[config.mk]
export PLATFORM = sky130hd
export DESIGN_NAME = stream_ring_buffer_tracker
export DESIGN_NICKNAME = d
export VERILOG_FILES = /design/src/srbt_pkg.sv /design/src/srbt_ram.sv /design/src/srbt_alu.sv /design/src/stream_ring_buffer_tracker.sv
export SDC_FILE = /design/constraint.sdc
export NUM_CORES = 1
export LEC_CHECK = 0
export BUFFER_PORTS_ARGS = -buffer_cell sky130_fd_sc_hd__buf_2
export CAP_MARGIN = 20
export CORE_MARGIN = 1.5
export CORE_UTILIZATION = 63
export DETAILED_ROUTE_END_ITERATION = 12
export PLACE_DENSITY = 0.84
export SYNTH_ARGS = -nofsm -noshare
export SYNTH_HDL_FRONTEND = slang
export SYNTH_HIERARCHICAL = 1
export SYNTH_SLANG_ARGS = --single-unit
[constraint.sdc]
create_clock -name clk -period 11 [get_ports clk]
set_input_delay 0.55 -clock clk [delete_from_list [all_inputs] [get_ports clk]]
set_output_delay 0.55 -clock clk [all_outputs]
set_load 0.01 [all_outputs]
[src/srbt_pkg.sv]
`timescale 1ns / 1ps
// ----------------------------------------------------------------------------
// srbt_pkg
// Shared types, constants and helpers of the stream ring buffer tracker.
// ----------------------------------------------------------------------------
package srbt_pkg;

    localparam int NUM_STREAMS      = 8;
    localparam int IDX_W            = $clog2(NUM_STREAMS);
    localparam int MAX_BUFFER_BYTES = 65536;

    localparam int FL_ALLOC = 0;
    localparam int FL_PLAY  = 1;
    localparam int FL_LOCK  = 2;

    typedef enum logic [3:0] {
        OP_ALLOC   = 4'd0,
        OP_FREE    = 4'd1,
        OP_PREPARE = 4'd2,
        OP_PLAY    = 4'd3,
        OP_STOP    = 4'd4,
        OP_FLAGS   = 4'd5,
        OP_SPACE   = 4'd6,
        OP_LOCK    = 4'd7,
        OP_UNLOCK  = 4'd8
    } op_t;

    typedef enum logic [2:0] {
        STAT_OK          = 3'd0,
        STAT_BAD_INDEX   = 3'd1,
        STAT_ALLOCATED   = 3'd2,
        STAT_PLAYING     = 3'd3,
        STAT_NOT_ALLOC   = 3'd4,
        STAT_NOT_PLAYING = 3'd5,
        STAT_LOCKED      = 3'd6,
        STAT_NOT_LOCKED  = 3'd7
    } stat_t;

    // per-stream record held in the state memory
    typedef struct packed {
        logic [16:0]        size;
        logic [16:0]        woff;
        logic [16:0]        poff;
        logic signed [18:0] pend;
        logic [16:0]        llen;
    } rec_t;

    typedef struct packed {
        logic [3:0]  kind;
        logic [2:0]  stream;
        logic [16:0] buffer_size;
        logic [16:0] requested_bytes;
        logic [15:0] played_offset;
    } item_t;

    typedef struct packed {
        stat_t              status;
        logic [2:0]         flags_out;
        logic signed [18:0] free_bytes;
        logic [15:0]        lock_offset;
        logic [16:0]        lock_length;
    } result_t;

    typedef struct packed {
        logic mem_we;
        logic cnt_inc;
        logic cnt_dec;
    } ctl_t;

    function automatic logic signed [18:0] sat19(input logic signed [20:0] v);
        logic signed [18:0] r;
        if (v > 21'sd262143)
            r = 19'sd262143;
        else if (v < -21'sd262144)
            r = -19'sd262144;
        else
            r = v[18:0];
        return r;
    endfunction

endpackage

[src/srbt_ram.sv]
`timescale 1ns / 1ps
// ----------------------------------------------------------------------------
// srbt_ram
// Simple dual-port synchronous RAM, one write and one registered read port.
// ----------------------------------------------------------------------------
module srbt_ram #(
    parameter int DEPTH = 8,
    parameter int WIDTH = 8
) (
    input  logic                     clk,
    input  logic                     we,
    input  logic [$clog2(DEPTH)-1:0] waddr,
    input  logic [WIDTH-1:0]         wdata,
    input  logic                     re,
    input  logic [$clog2(DEPTH)-1:0] raddr,
    output logic [WIDTH-1:0]         rdata
);

    logic [WIDTH-1:0] mem [DEPTH];

    always_ff @(posedge clk)
    begin
        if (we)
        begin
            mem[waddr] <= wdata;
        end
    end

    always_ff @(posedge clk)
    begin
        if (re)
        begin
            rdata <= mem[raddr];
        end
    end

endmodule

[src/srbt_alu.sv]
`timescale 1ns / 1ps
// ----------------------------------------------------------------------------
// srbt_alu
// Checks one operation against the stream flags and computes the new
// record, the new flags and the result of the transaction.
// ----------------------------------------------------------------------------
module srbt_alu
    import srbt_pkg::*;
(
    input  item_t       item,
    input  logic [3:0]  stream_count,
    input  logic [2:0]  flags,
    input  rec_t        rec,
    output rec_t        rec_n,
    output logic [2:0]  flags_n,
    output result_t     res,
    output ctl_t        ctl
);

    logic               idx_ok;
    logic               known;
    logic               f_alloc;
    logic               f_play;
    logic               f_lock;
    logic [16:0]        played;
    logic signed [20:0] pend_ext;
    logic signed [20:0] size_ext;
    logic signed [20:0] po_ext;
    logic signed [20:0] pl_ext;
    logic signed [20:0] delta;
    logic signed [18:0] pend_space;
    logic signed [20:0] pend_space_ext;
    logic signed [18:0] free_space;
    logic [17:0]        lock_end;
    logic [16:0]        grant;
    logic [17:0]        wsum;
    logic [17:0]        wwrap;
    logic signed [18:0] pend_unlock;
    logic [16:0]        bsize_sat;

    assign idx_ok  = 4'(item.stream) < stream_count;
    assign known   = item.kind <= OP_UNLOCK;
    assign f_alloc = flags[FL_ALLOC];
    assign f_play  = flags[FL_PLAY];
    assign f_lock  = flags[FL_LOCK];
    assign played  = {1'b0, item.played_offset};

    // free space query
    assign pend_ext = {{2{rec.pend[18]}}, rec.pend};
    assign size_ext = {4'b0, rec.size};
    assign po_ext   = {4'b0, rec.poff};
    assign pl_ext   = {4'b0, played};

    always_comb
    begin
        if (rec.poff < played)
            delta = pl_ext - po_ext;
        else if (rec.poff != played)
            delta = size_ext - po_ext + pl_ext;
        else
            delta = '0;
    end

    assign pend_space     = sat19(pend_ext - delta);
    assign pend_space_ext = {{2{pend_space[18]}}, pend_space};
    assign free_space     = sat19(size_ext - pend_space_ext);

    // lock clipping at buffer end
    assign lock_end = {1'b0, rec.woff} + {1'b0, item.requested_bytes};

    always_comb
    begin
        if (rec.woff > rec.size)
            grant = '0;
        else if (lock_end > {1'b0, rec.size})
            grant = rec.size - rec.woff;
        else
            grant = item.requested_bytes;
    end

    // unlock advance with wrap
    assign wsum        = {1'b0, rec.woff} + {1'b0, rec.llen};
    assign wwrap       = (wsum >= {1'b0, rec.size}) ? wsum - {1'b0, rec.size} : wsum;
    assign pend_unlock = sat19(pend_ext + {4'b0, rec.llen});

    assign bsize_sat = (item.buffer_size > 17'(MAX_BUFFER_BYTES)) ?
                       17'(MAX_BUFFER_BYTES) : item.buffer_size;

    always_comb
    begin
        rec_n   = rec;
        flags_n = flags;
        res     = '0;
        ctl     = '0;
        if (known && !idx_ok)
        begin
            res.status = STAT_BAD_INDEX;
        end
        else if (known)
        begin
            case (op_t'(item.kind))
                OP_ALLOC:
                begin
                    if (f_alloc)
                        res.status = STAT_ALLOCATED;
                    else if (f_play)
                        res.status = STAT_PLAYING;
                    else
                    begin
                        rec_n.size        = bsize_sat;
                        rec_n.woff        = '0;
                        rec_n.poff        = '0;
                        rec_n.pend        = '0;
                        flags_n[FL_ALLOC] = 1'b1;
                        ctl.mem_we        = 1'b1;
                        ctl.cnt_inc       = 1'b1;
                    end
                end
                OP_FREE:
                begin
                    if (!f_alloc)
                        res.status = STAT_NOT_ALLOC;
                    else
                    begin
                        flags_n[FL_ALLOC] = 1'b0;
                        flags_n[FL_PLAY]  = 1'b0;
                        ctl.cnt_dec       = 1'b1;
                    end
                end
                OP_PREPARE:
                begin
                    if (!f_alloc)
                        res.status = STAT_NOT_ALLOC;
                    else if (f_play)
                        res.status = STAT_PLAYING;
                    else
                    begin
                        rec_n.woff = '0;
                        rec_n.poff = '0;
                        rec_n.pend = '0;
                        ctl.mem_we = 1'b1;
                    end
                end
                OP_PLAY:
                begin
                    if (!f_alloc)
                        res.status = STAT_NOT_ALLOC;
                    else if (f_play)
                        res.status = STAT_PLAYING;
                    else
                        flags_n[FL_PLAY] = 1'b1;
                end
                OP_STOP:
                begin
                    if (!f_alloc)
                        res.status = STAT_NOT_ALLOC;
                    else if (!f_play)
                        res.status = STAT_NOT_PLAYING;
                    else
                        flags_n[FL_PLAY] = 1'b0;
                end
                OP_FLAGS:
                begin
                    res.status = STAT_OK;
                end
                OP_SPACE:
                begin
                    if (!f_alloc)
                        res.status = STAT_NOT_ALLOC;
                    else
                    begin
                        rec_n.poff = played;
                        ctl.mem_we = 1'b1;
                        if (rec.pend < 0)
                        begin
                            rec_n.pend     = '0;
                            res.free_bytes = {2'b0, rec.size};
                        end
                        else
                        begin
                            rec_n.pend     = pend_space;
                            res.free_bytes = free_space;
                        end
                    end
                end
                OP_LOCK:
                begin
                    if (!f_alloc)
                        res.status = STAT_NOT_ALLOC;
                    else if (f_lock)
                        res.status = STAT_LOCKED;
                    else
                    begin
                        rec_n.llen       = grant;
                        flags_n[FL_LOCK] = 1'b1;
                        ctl.mem_we       = 1'b1;
                        res.lock_offset  = rec.woff[15:0];
                        res.lock_length  = grant;
                    end
                end
                OP_UNLOCK:
                begin
                    if (!f_alloc)
                        res.status = STAT_NOT_ALLOC;
                    else if (!f_lock)
                        res.status = STAT_NOT_LOCKED;
                    else
                    begin
                        rec_n.woff       = wwrap[16:0];
                        rec_n.pend       = pend_unlock;
                        flags_n[FL_LOCK] = 1'b0;
                        ctl.mem_we       = 1'b1;
                    end
                end
                default:
                begin
                    res.status = STAT_OK;
                end
            endcase
            res.flags_out = flags_n;
        end
        else if (idx_ok)
        begin
            res.flags_out = flags;
        end
    end

endmodule

[src/stream_ring_buffer_tracker.sv]
`timescale 1ns / 1ps
// ----------------------------------------------------------------------------
// stream_ring_buffer_tracker
// Bookkeeping of up to eight audio stream ring buffers: allocation, play and
// lock flags, write and play offsets, pending byte count and lock length.
// ----------------------------------------------------------------------------
// usage
//   s_* carries one operation per transaction: kind in s_tuser, the stream
//   index and operands in s_tdata. m_* returns exactly one result per
//   operation: status in m_tuser, flags, free space, lock grant and the
//   allocated total in m_tdata. cfg_* writes stream_count (indices below
//   it are valid); write it only while no operation is in flight.
//   An accepted operation has its stream record read from the state memory
//   at the accepting edge, then executes and writes back in the execute
//   state once the output register is free; the result is registered at
//   that write-back. A new operation is accepted only in idle, after the
//   previous one has written back.
//   Reset clears all flags and the allocated total and sets stream_count to
//   eight; records are written on allocation and need no clearing.
//   When m_tready is low the result is held in the output register; the
//   next operation is still accepted and waits in its execute cycle until
//   the output register frees up.
// ----------------------------------------------------------------------------
module stream_ring_buffer_tracker
    import srbt_pkg::*;
(
    input  logic        clk,
    input  logic        rst_n,
    input  logic        cfg_valid,
    output logic        cfg_ready,
    input  logic [3:0]  cfg_data,
    input  logic        s_tvalid,
    output logic        s_tready,
    // stream[2:0], buffer_size[19:3], requested_bytes[36:20], played_offset[52:37]
    input  logic [55:0] s_tdata,
    // kind[3:0]
    input  logic [3:0]  s_tuser,
    output logic        m_tvalid,
    input  logic        m_tready,
    // flags_out[2:0], free_bytes[21:3], lock_offset[37:22], lock_length[54:38],
    // allocated_total[58:55]
    output logic [63:0] m_tdata,
    // status[2:0]
    output logic [2:0]  m_tuser
);

    typedef enum logic [1:0] {
        ST_IDLE = 2'b01,
        ST_EXEC = 2'b10
    } state_t;

    state_t         state_reg;
    state_t         state_next;
    logic [3:0]     stream_count_reg;
    logic [2:0]     flags_reg [NUM_STREAMS];
    logic [3:0]     count_reg;
    logic [3:0]     count_next;
    item_t          item_reg;
    result_t        res_reg;
    logic           out_valid_reg;
    logic           out_valid_next;
    logic           accept;
    logic           out_free;
    logic           commit;
    logic [$bits(rec_t)-1:0] rd_data;
    rec_t           rec;
    rec_t           rec_n;
    logic [2:0]     flags_n;
    result_t        res;
    ctl_t           ctl;
    logic [NUM_STREAMS-1:0] alloc_vec;

    assign cfg_ready = 1'b1;
    assign s_tready  = (state_reg == ST_IDLE);
    assign accept    = s_tvalid && s_tready;
    assign out_free  = !out_valid_reg || m_tready;
    assign commit    = (state_reg == ST_EXEC) && out_free;

    srbt_ram #(
        .DEPTH (NUM_STREAMS),
        .WIDTH ($bits(rec_t))
    ) u_ram (
        .clk   (clk),
        .we    (commit && ctl.mem_we),
        .waddr (item_reg.stream[IDX_W-1:0]),
        .wdata (rec_n),
        .re    (accept),
        .raddr (s_tdata[IDX_W-1:0]),
        .rdata (rd_data)
    );

    assign rec = rec_t'(rd_data);

    srbt_alu u_alu (
        .item         (item_reg),
        .stream_count (stream_count_reg),
        .flags        (flags_reg[item_reg.stream[IDX_W-1:0]]),
        .rec          (rec),
        .rec_n        (rec_n),
        .flags_n      (flags_n),
        .res          (res),
        .ctl          (ctl)
    );

    always_comb
    begin
        state_next = state_reg;
        case (state_reg)
            ST_IDLE:
            begin
                if (accept)
                    state_next = ST_EXEC;
            end
            ST_EXEC:
            begin
                if (commit)
                    state_next = ST_IDLE;
            end
            default:
            begin
                state_next = ST_IDLE;
            end
        endcase
    end

    always_comb
    begin
        count_next = count_reg;
        if (commit && ctl.cnt_inc)
            count_next = count_reg + 4'd1;
        else if (commit && ctl.cnt_dec)
            count_next = count_reg - 4'd1;
    end

    always_comb
    begin
        out_valid_next = out_valid_reg;
        if (commit)
            out_valid_next = 1'b1;
        else if (m_tready)
            out_valid_next = 1'b0;
    end

    always_ff @(posedge clk or negedge rst_n)
    begin
        if (!rst_n)
        begin
            state_reg        <= ST_IDLE;
            stream_count_reg <= 4'd8;
            count_reg        <= '0;
            out_valid_reg    <= 1'b0;
            for (int i = 0; i < NUM_STREAMS; i++)
                flags_reg[i] <= '0;
        end
        else
        begin
            state_reg     <= state_next;
            count_reg     <= count_next;
            out_valid_reg <= out_valid_next;
            if (cfg_valid && cfg_ready)
                stream_count_reg <= cfg_data;
            if (commit)
                flags_reg[item_reg.stream[IDX_W-1:0]] <= flags_n;
        end
    end

    always_ff @(posedge clk)
    begin
        if (accept)
            item_reg <= {s_tuser, s_tdata[2:0], s_tdata[19:3],
                         s_tdata[36:20], s_tdata[52:37]};
        if (commit)
            res_reg <= res;
    end

    assign m_tvalid = out_valid_reg;
    assign m_tuser  = res_reg.status;
    assign m_tdata  = {5'b0, count_reg, res_reg.lock_length, res_reg.lock_offset,
                       res_reg.free_bytes, res_reg.flags_out};

    always_comb
    begin
        for (int i = 0; i < NUM_STREAMS; i++)
            alloc_vec[i] = flags_reg[i][FL_ALLOC];
    end

`ifndef NO_ASSERTIONS
    a_count_matches_flags: assert property (@(posedge clk) disable iff (!rst_n)
        $countones(alloc_vec) == 32'(count_reg))
        else $error("allocated total out of step with allocated flags");

    a_commit_gives_result: assert property (@(posedge clk) disable iff (!rst_n)
        commit |=> m_tvalid)
        else $error("executed operation produced no result");

    a_write_only_in_exec: assert property (@(posedge clk) disable iff (!rst_n)
        (ctl.mem_we && commit) |-> (state_reg == ST_EXEC))
        else $error("state memory written outside execute");

    a_exec_waits_for_output: assert property (@(posedge clk) disable iff (!rst_n)
        (state_reg == ST_EXEC && !out_free) |=> (state_reg == ST_EXEC))
        else $error("operation dropped while output register was full");
`endif

endmodule

==> metrics.md, run 1 <==
| Metric | Value |
|---|---|
| Flop-to-flop setup slack | `0.86 ns` |
| Initial antenna violation count | `3` |
| Register area share after synthesis | `0.618` |
| Fmax | `98.7 MHz` |
| Largest net degree at the start of global routing | `146` |
| Setup crit start | `u_ram/rdata[72]` |
| Clock network fraction of total power | `0.300` |
| Initial core utilization | `0.640` |
| Worst slew pin tran | `1.17 ns` |
| Synth Instances | `2,972` |
| Min Tclk post-route | `10.14 ns` |
| CP Data Required Time | `11.40 ns` |
| Seq pwr share | `0.391` |
| Vias in the first global route | `28,500` |
| Final hold violation count | `0` |
| # setup viols final | `0` |
| Slew Limit Fails | `0` |
| Pwr per Cell Area | `211 mW/mm²` |
| Yosys reg bits | `933` |
| Largest register FFs | `696` |
| Cell taking the most area after synthesis | `edfxtp_1` |
| FP Rows | `97` |
| TritonCTS Buffers | `92` |
| Crit path launch type | `register` |
| Share of layout cells above drive strength 1 | `0.208` |
| CTS tree | `built` |
| Top FF cell, synth | `edfxtp_1` |
| Crit Path Max Fanout | `12` |
| Synthesized area per cell | `15.2 µm²` |
| Delay of the slowest cell on the worst path | `0.74 ns` |
| Switching power | `0.00343 W` |
| Adder-cell area share of the yosys netlist | `0.0582` |
| Clock Skew | `0.0416 ns` |
| FF-to-FF Start | `u_ram/rdata[72]` |
| Syn Std Cell Area | `0.0451 mm²` |
| Fin Setup TNS | `0 ns` |
| Overall Global Routing Usage | `0.331` |
| Post-DP HPWL | `76.9 mm` |
| Placed inst area | `0.0468 mm²` |
| Synth-to-Final Area Change | `10.7%` |
| WHS | `0.0434 ns` |
| Chip width | `270 µm` |
| Combinational Power Share | `0.310` |
| First-pass GRT wire length | `178 mm` |
| RePlAce Congestion | `1.00` |
| Final Cell Area | `0.0499 mm²` |
| Most numerous cell in the Yosys netlist | `edfxtp_1` |
| Layout Nets | `3,419` |
| Clock sinks | `933` |
| Root buffer selected by CTS | `clkbuf_16` |
| First-pass DRT Iterations | `6` |
| Clock transition at path regs | `0.06 ns` |
| Max cap viols | `0` |
| R2R Path End | `m_tdata[6]` |
| Setup crit end kind | `register` |
| Hold crit path type | `primary input to register` |
| Post-Synth Simple-Gate Area | `0.0619` |
| Vias per Instance | `6.73` |
| Initial drt markers | `3,349` |
| Via count | `28,000` |
| Final period util | `0.921` |
| Mux contribution to synthesized area | `0.126` |
| Fraction of the mapped netlist area in compound gates | `0.0885` |
| GRT Residual Overflow | `0` |
| Sw frac | `0.326` |
| Max IR drop VDD | `0.190 mV` |
| I/O pin count | `139` |
| DIE AREA | `0.0731 mm²` |
| Worst-case clock buffer depth | `3` |
| Reg2reg path depth | `36` |
| RSZ-0062 raised after global routing | `false` |
| Final wirelength | `119 mm` |
| Hold Path Origin | `s_tdata[41]` |
| Yosys Warn Count | `6` |
| Asr flop ratio synth | `0.0375` |
| Top cell type's share of synthesized area | `0.599` |
| DRC Markers | `0` |
| LEAKAGE | `18.0 nW` |
| Buffers on Ports | `129` |
| Main combinational cell family by area after synthesis | `multiplexers` |
| Max-slew headroom | `0.219` |
| Die height | `270 µm` |
| Netlist cell types | `93` |
| Max H-tree Level | `3` |
| Main area contributors after synthesis | `edfxtp_1 60%, mux4_2 8.9%, ha_1 5.3%` |
| Number of flops mapped to enable cells by yosys | `898` |
| Status | `finished clean` |
| DR WL/cell | `28.7 µm` |
| Critical path class | `register to register` |
| Post-CTS Resized | `0` |
| Worst Path Arrival | `10.53 ns` |
| Core area | `0.0704 mm²` |
| Clock Latency Late Sink | `0.68 ns` |
| Crit path max-delay cell type | `edfxtp_1` |
| P_int | `0.00711 W` |
| XOR/XNOR Fraction of Synth Area | `0.0247` |
| Top cells by instance count after synthesis | `898 x edfxtp_1, 192 x ha_1, 178 x mux4_2` |
| ANT nets after route | `0` |
| Crit path to | `m_tdata[6]` |
## cells by family (layout without fill, tap and decap cells)
family / Yosys count / after routing
flip-flops: 933 / 933
AO/OA/AOI/OAI: 605 / 605
AND/OR/NAND/NOR: 556 / 556
multiplexers: 331 / 331
buffers and inverters: 215 / 459
adder cells (fa/ha/maj): 203 / 203
XOR/XNOR: 127 / 127
other: 2 / 8
## worst min-delay path by stage
stage              endpoint  slack, ns  cells past startpoint
2_1_floorplan  alloc_vec[0]       0.25                      0
3_3_place_gp   count_reg[3]       0.46                      1
3_5_place_dp   count_reg[3]       0.46                      1
4_1_cts         item_reg[4]       0.02                      1
5_1_grt        item_reg[36]       0.04                      1
6_report        item_reg[4]       0.04                      1
## metal layers
layer,track usage,vias to the layer above,wire length [µm]
li1,-,12100,-
met1,0.430,14000,44600
met2,0.530,1532,56600
met3,0.0579,374,10500
met4,0.191,0,7810
met5,0,-,0
## placed cells by master, fill, tap and decap left out, types with 19 or more instances in the layout
cell type	netlist	routed
clkbuf_1	48	19
inv_1	103	103
o21ai_0	130	128
o211ai_1	36	36
nand2b_1	25	25
mux2i_1	33	33
nand2_1	128	128
nand3_1	40	40
a21o_1	64	64
edfxtp_1	898	898
a21oi_1	148	148
mux4_2	178	178
nor2b_1	34	34
buf_2	10	126
ha_1	192	192
buf_4	8	54
nor3_1	49	47
mux2_2	120	120
nor2_1	160	154
xor2_1	50	50
dfrtp_1	33	33
o21a_1	40	40
clkbuf_16	0	93
clkinv_1	2	21
xnor2_1	77	77
## critical path, delay by kind of cell, from the launching register on
kind | cells | cell delay, ns
adders and majority gates | 4 | 1.49
and+or+nand+nor | 9 | 2.25
DFF | 1 | 0.74
AOI/OAI and AO/OA | 20 | 4.96
buffers and inverters | 1 | 0.10
xor gates and xnor gates | 2 | 0.31
## power groups by stage
stage | clock network [W] | registers, W | logic, W
final | 0.00316 | 0.00412 | 0.00327
after global routing | 0.00332 | 0.00413 | 0.00353
after CTS | 0.00319 | 0.00412 | 0.00320
after detailed placement | 0 | 0.00419 | 0.00317
after global placement | 0 | 0.00419 | 0.00312
after floorplan | 0 | 0.00414 | 0.00236
## cell type report
cell class              count  area, µm²
diodes                      2       5.00
repair buffers            186       1130
multi-input cells        1828      16300
clock buffers             114       2430
fillers                  4479      20500
clock inverters            53        604
well taps                 940       1180
inverters                 106        399
flip-flops and latches    933      27800
## per-stage QoR
stage	utilization	setup WS, ns	cells	total power (W)
after CTS	0.708	1.05	4159	0.0105
after detailed placement	0.665	1.15	3991	0.00736
final	0.709	0.864	4162	0.0105
after floorplan	-	1.98	2976	0.00651
after global routing	0.709	0.411	4160	0.0110
after global placement	0.665	1.32	3990	0.00731
## what timing repair did
item                                   in CTS  in global routing
endpoints found under the hold margin      33                  0
hold buffers                                1                  0
setup buffers                               0                  0
Note: power is estimated with default switching activity, not from simulation.
==> inputs of run 2 (changes only) <==
ABC_AREA = 1   (was unset)
CELL_PAD_IN_SITES_DETAIL_PLACEMENT = 1   (was unset)
CELL_PAD_IN_SITES_GLOBAL_PLACEMENT = 1   (was unset)
CORE_UTILIZATION = 49   (was 63)
PLACE_DENSITY = 0.83   (was 0.84)
SLEW_MARGIN = 20   (was unset)
==> run 2 against run 1 <==
Against the previous run:
- global-route usage is 1.0 points lower
- routed wire length is 43% higher
- synthesized cell count is 90% higher
- sequential power barely moved
- final cell count increased by 74%
- die area up 44%
- final area grew 12%
- via count rose by 45%
==> metrics.md, run 2 <==
| Metric | Value |
|---|---|
| Max-slew headroom | `0.246 (+0.0268)` |
| I/O pin count | `139 (unchanged)` |
| CP Data Required Time | `11.43 ns (+0.03 ns)` |
| Max Used Layer | `met4` |
| Largest register FFs | `696 (unchanged)` |
| Status | `finished clean` |
| Most numerous cell in the Yosys netlist | `nand2_1` |
| Main area contributors after synthesis | `edfxtp_1 53%, nand2_1 13%, inv_1 7.5%` |
| Worst Path Arrival | `9.37 ns (-1.16 ns)` |
| RSZ-0062 raised after global routing | `false` |
| Top FF cell, synth | `edfxtp_1` |
| First-pass GRT wire length | `256 mm (+44%)` |
| Initial core utilization | `0.496 (-0.144)` |
| Root buffer selected by CTS | `clkbuf_16` |
| Critical Path Most Common Cell | `nand2_1` |
| Commonest non-fill, non-tap cell in the layout | `nand2_1` |
| Fin Setup TNS | `0 ns (unchanged)` |
| Multi-input combinational cell area | `0.0179 mm² (+9.6%)` |
| Switching power | `0.00396 W (+15%)` |
| Asr flop ratio synth | `0.0375 (unchanged)` |
| Clock network fraction of total power | `0.303 (+0.003)` |
| WHS | `0.0344 ns (-0.00897 ns)` |
| LEAKAGE | `25.6 nW (+43%)` |
| Fmax | `112 MHz (+13%)` |
| Yosys reg bits | `933 (unchanged)` |
| Critical path class | `register to register` |
| Slew Limit Fails | `0 (unchanged)` |
| Via count | `40,500 (+45%)` |
| Synth Instances | `5,653 (+90%)` |
| DR WL/cell | `23.6 µm (-18%)` |
| Main combinational cell family by area after synthesis | `simple AND/OR/NAND/NOR gates` |
| Metal3 WL | `10.9 mm (+4.3%)` |
| RePlAce Congestion | `0.972 (-2.9%)` |
| Post-DP HPWL | `113 mm (+47%)` |
| Post-placement cell count | `7,022 (+76%)` |
| Final period util | `0.813 (-0.108)` |
| Max H-tree Level | `3 (unchanged)` |
| ANT nets after route | `0 (unchanged)` |
| Combinational Power Share | `0.323 (+0.013)` |
| Buffers on Ports | `129 (unchanged)` |
| Top cells by instance count after synthesis | `1,815 x nand2_1, 1,008 x inv_1, 898 x edfxtp_1` |
| Share of layout cells above drive strength 1 | `0.0697 (-0.138)` |
| GRT Residual Overflow | `0 (unchanged)` |
| Worst slew pin tran | `1.13 ns (-0.0402 ns)` |
| Chip width | `324 µm (+20%)` |
| Hold endpoint | `item_reg[32]` |
| Initial drt markers | `3,505 (+4.7%)` |
| Final hold violation count | `0 (unchanged)` |
| Synthesized area per cell | `8.95 µm² (-41%)` |
| R2R Path End | `m_tdata[14]` |
| Initial antenna violation count | `8 (+5)` |
| Register area share after synthesis | `0.550 (-0.0676)` |
| Most frequent cells in the layout | `1,815 x nand2_1, 1,006 x inv_1, 898 x edfxtp_1` |
| Flop-to-flop setup slack | `2.05 ns (+1.19 ns)` |
| Die height | `324 µm (+20%)` |
| Final wirelength | `170 mm (+43%)` |
| Clock transition at path regs | `0.06 ns (about the same)` |
| P_int | `0.00709 W (-0.37%)` |
| Yosys Warn Count | `6 (unchanged)` |
| Post-Layout Cell Count | `7,223 (+74%)` |
| Delay of the slowest cell on the worst path | `0.80 ns (+0.06 ns)` |
| Reg2reg path depth | `45 (+25%)` |
| Cell taking the most area after synthesis | `edfxtp_1` |
| Mux contribution to synthesized area | `0.000890 (-0.125)` |
| Crit path launch type | `register` |
| Pwr per Cell Area | `198 mW/mm² (-6.3%)` |
| Vias per Instance | `5.61 (-17%)` |
| Seq pwr share | `0.374 (-0.017)` |
| Clock Skew | `0.0306 ns (-0.0110 ns)` |
| Crit Path Max Fanout | `16 (+4)` |
| Hold crit path type | `primary input to register` |
| Core area | `0.102 mm² (+45%)` |
| Min Tclk post-route | `8.95 ns (-1.19 ns)` |
| Crit path max-delay cell type | `edfxtp_1` |
| Largest net degree at the start of global routing | `188 (+29%)` |
| Max cap viols | `0 (unchanged)` |
| Setup crit end kind | `register` |
| Syn Std Cell Area | `0.0506 mm² (+12%)` |
| Post-Synth Simple-Gate Area | `0.218 (+0.156)` |
| Overall Global Routing Usage | `0.320 (-0.0103)` |
| FF-to-FF Start | `u_ram/rdata[71]` |
| DIE AREA | `0.105 mm² (+44%)` |
| Setup Buffers After CTS | `0 (unchanged)` |
| First-pass DRT Iterations | `5 (-1)` |
| Adder-cell area share of the yosys netlist | `0.0518 (-0.00637)` |
| Layout fillers | `11,900 (+160%)` |
| Clock sinks | `933 (unchanged)` |
| Number of flops mapped to enable cells by yosys | `898 (unchanged)` |
| CTS tree | `built` |
| WL met2 | `82.7 mm (+46%)` |
| Post-CTS Resized | `0 (unchanged)` |
| Worst-case clock buffer depth | `3 (unchanged)` |
| FP Rows | `117 (+21%)` |
| Fraction of the mapped netlist area in compound gates | `0.0581 (-0.0304)` |
| Max IR drop VDD | `0.137 mV (-28%)` |
| Layout Nets | `6,045 (+77%)` |
| Sw frac | `0.358 (+0.0329)` |
| Sequential cell area | `0.0278 mm² (unchanged)` |
| Vias in the first global route | `43,000 (+51%)` |
| Min-Delay Path Depth | `1 (unchanged)` |
| M1 wire length | `66.0 mm (+48%)` |
| TritonCTS Buffers | `100 (+8.7%)` |
| Hold Path Origin | `s_tdata[36]` |
| DRC Markers | `0 (unchanged)` |
| XOR/XNOR Fraction of Synth Area | `0.0227 (-0.00201)` |
| Clock Latency Late Sink | `0.71 ns (+0.03 ns)` |
| Top cell type's share of synthesized area | `0.533 (-0.0655)` |
| # setup viols final | `0 (unchanged)` |
| Netlist cell types | `71 (-24%)` |
| Synth-to-Final Area Change | `10.3%` |
-- run 2: worst max-delay path: cells and delay by family (launching register included) --
| kind | cells | cell delay [ns] |
|---|---|---|
| AO/OA/AOI/OAI | 6 | 1.49 |
| XOR/XNOR | 1 | 0.17 |
| adder cells (fa/ha/maj) | 5 | 1.87 |
| buffers and inverters | 6 | 1.05 |
| flip-flops | 1 | 0.80 |
| AND/OR/NAND/NOR | 27 | 3.31 |
-- run 2: kinds of logic after synthesis --
| family | after synthesis |
|---|---|
| AOI/OAI and AO/OA | 527 |
| xor gates and xnor gates | 131 |
| other | 2 |
| and+or+nand+nor | 2647 |
| DFF | 933 |
| muxes | 4 |
| buffers and inverters | 1206 |
| adders and majority gates | 203 |
-- run 2: final cells by class --
cell class / instances / area share
diodes: 2 / 0.0000897
well taps: 1368 / 0.0307
repair buffers: 195 / 0.0225
multi-input cells: 3518 / 0.320
flip-flops and latches: 933 / 0.499
clock inverters: 54 / 0.0103
clock buffers: 128 / 0.0471
inverters: 1025 / 0.0696
-- run 2: worst max path at each step --
stage | cells past startpoint | from | slack [ns] | to
2_1_floorplan | 4 | state_reg[0] | 3.50 | item_reg[0]
3_3_place_gp | 45 | u_ram/rdata[71] | 2.44 | m_tdata[3]
3_5_place_dp | 45 | u_ram/rdata[71] | 2.27 | m_tdata[8]
4_1_cts | 45 | u_ram/rdata[71] | 2.22 | m_tdata[14]
5_1_grt | 45 | u_ram/rdata[71] | 1.36 | m_tdata[14]
6_report | 45 | u_ram/rdata[71] | 2.05 | m_tdata[14]
-- run 2: per-layer routing --
metal,vias to the layer above,global-route usage
li1,18500,-
met1,20100,0.384
met2,1445,0.550
met3,457,0.0467
met4,0,0.185
met5,-,0
-- run 2: per-stage QoR --
stage	instance area, µm²	util	total power, W	setup WS [ns]
after floorplan	50600	-	0.00669	3.50
after global placement	52400	0.513	0.00758	2.44
after detailed placement	52400	0.513	0.00767	2.27
after CTS	55700	0.546	0.0110	2.22
after global routing	55800	0.547	0.0116	1.36
final	55800	0.547	0.0110	2.05
-- run 2: power groups by stage --
stage	clock, W	combinational, W	sequential [W]
2_1_floorplan	0	0.00254	0.00416
3_3_place_gp	0	0.00338	0.00420
3_5_place_dp	0	0.00347	0.00420
4_1_cts	0.00339	0.00351	0.00413
5_1_grt	0.00351	0.00393	0.00413
6_report	0.00335	0.00357	0.00413
-- run 2: repair_timing --
item,in CTS,in global routing
endpoints found under the hold margin,48,0
hold buffers,16,0
setup endpoints to repair,0,0
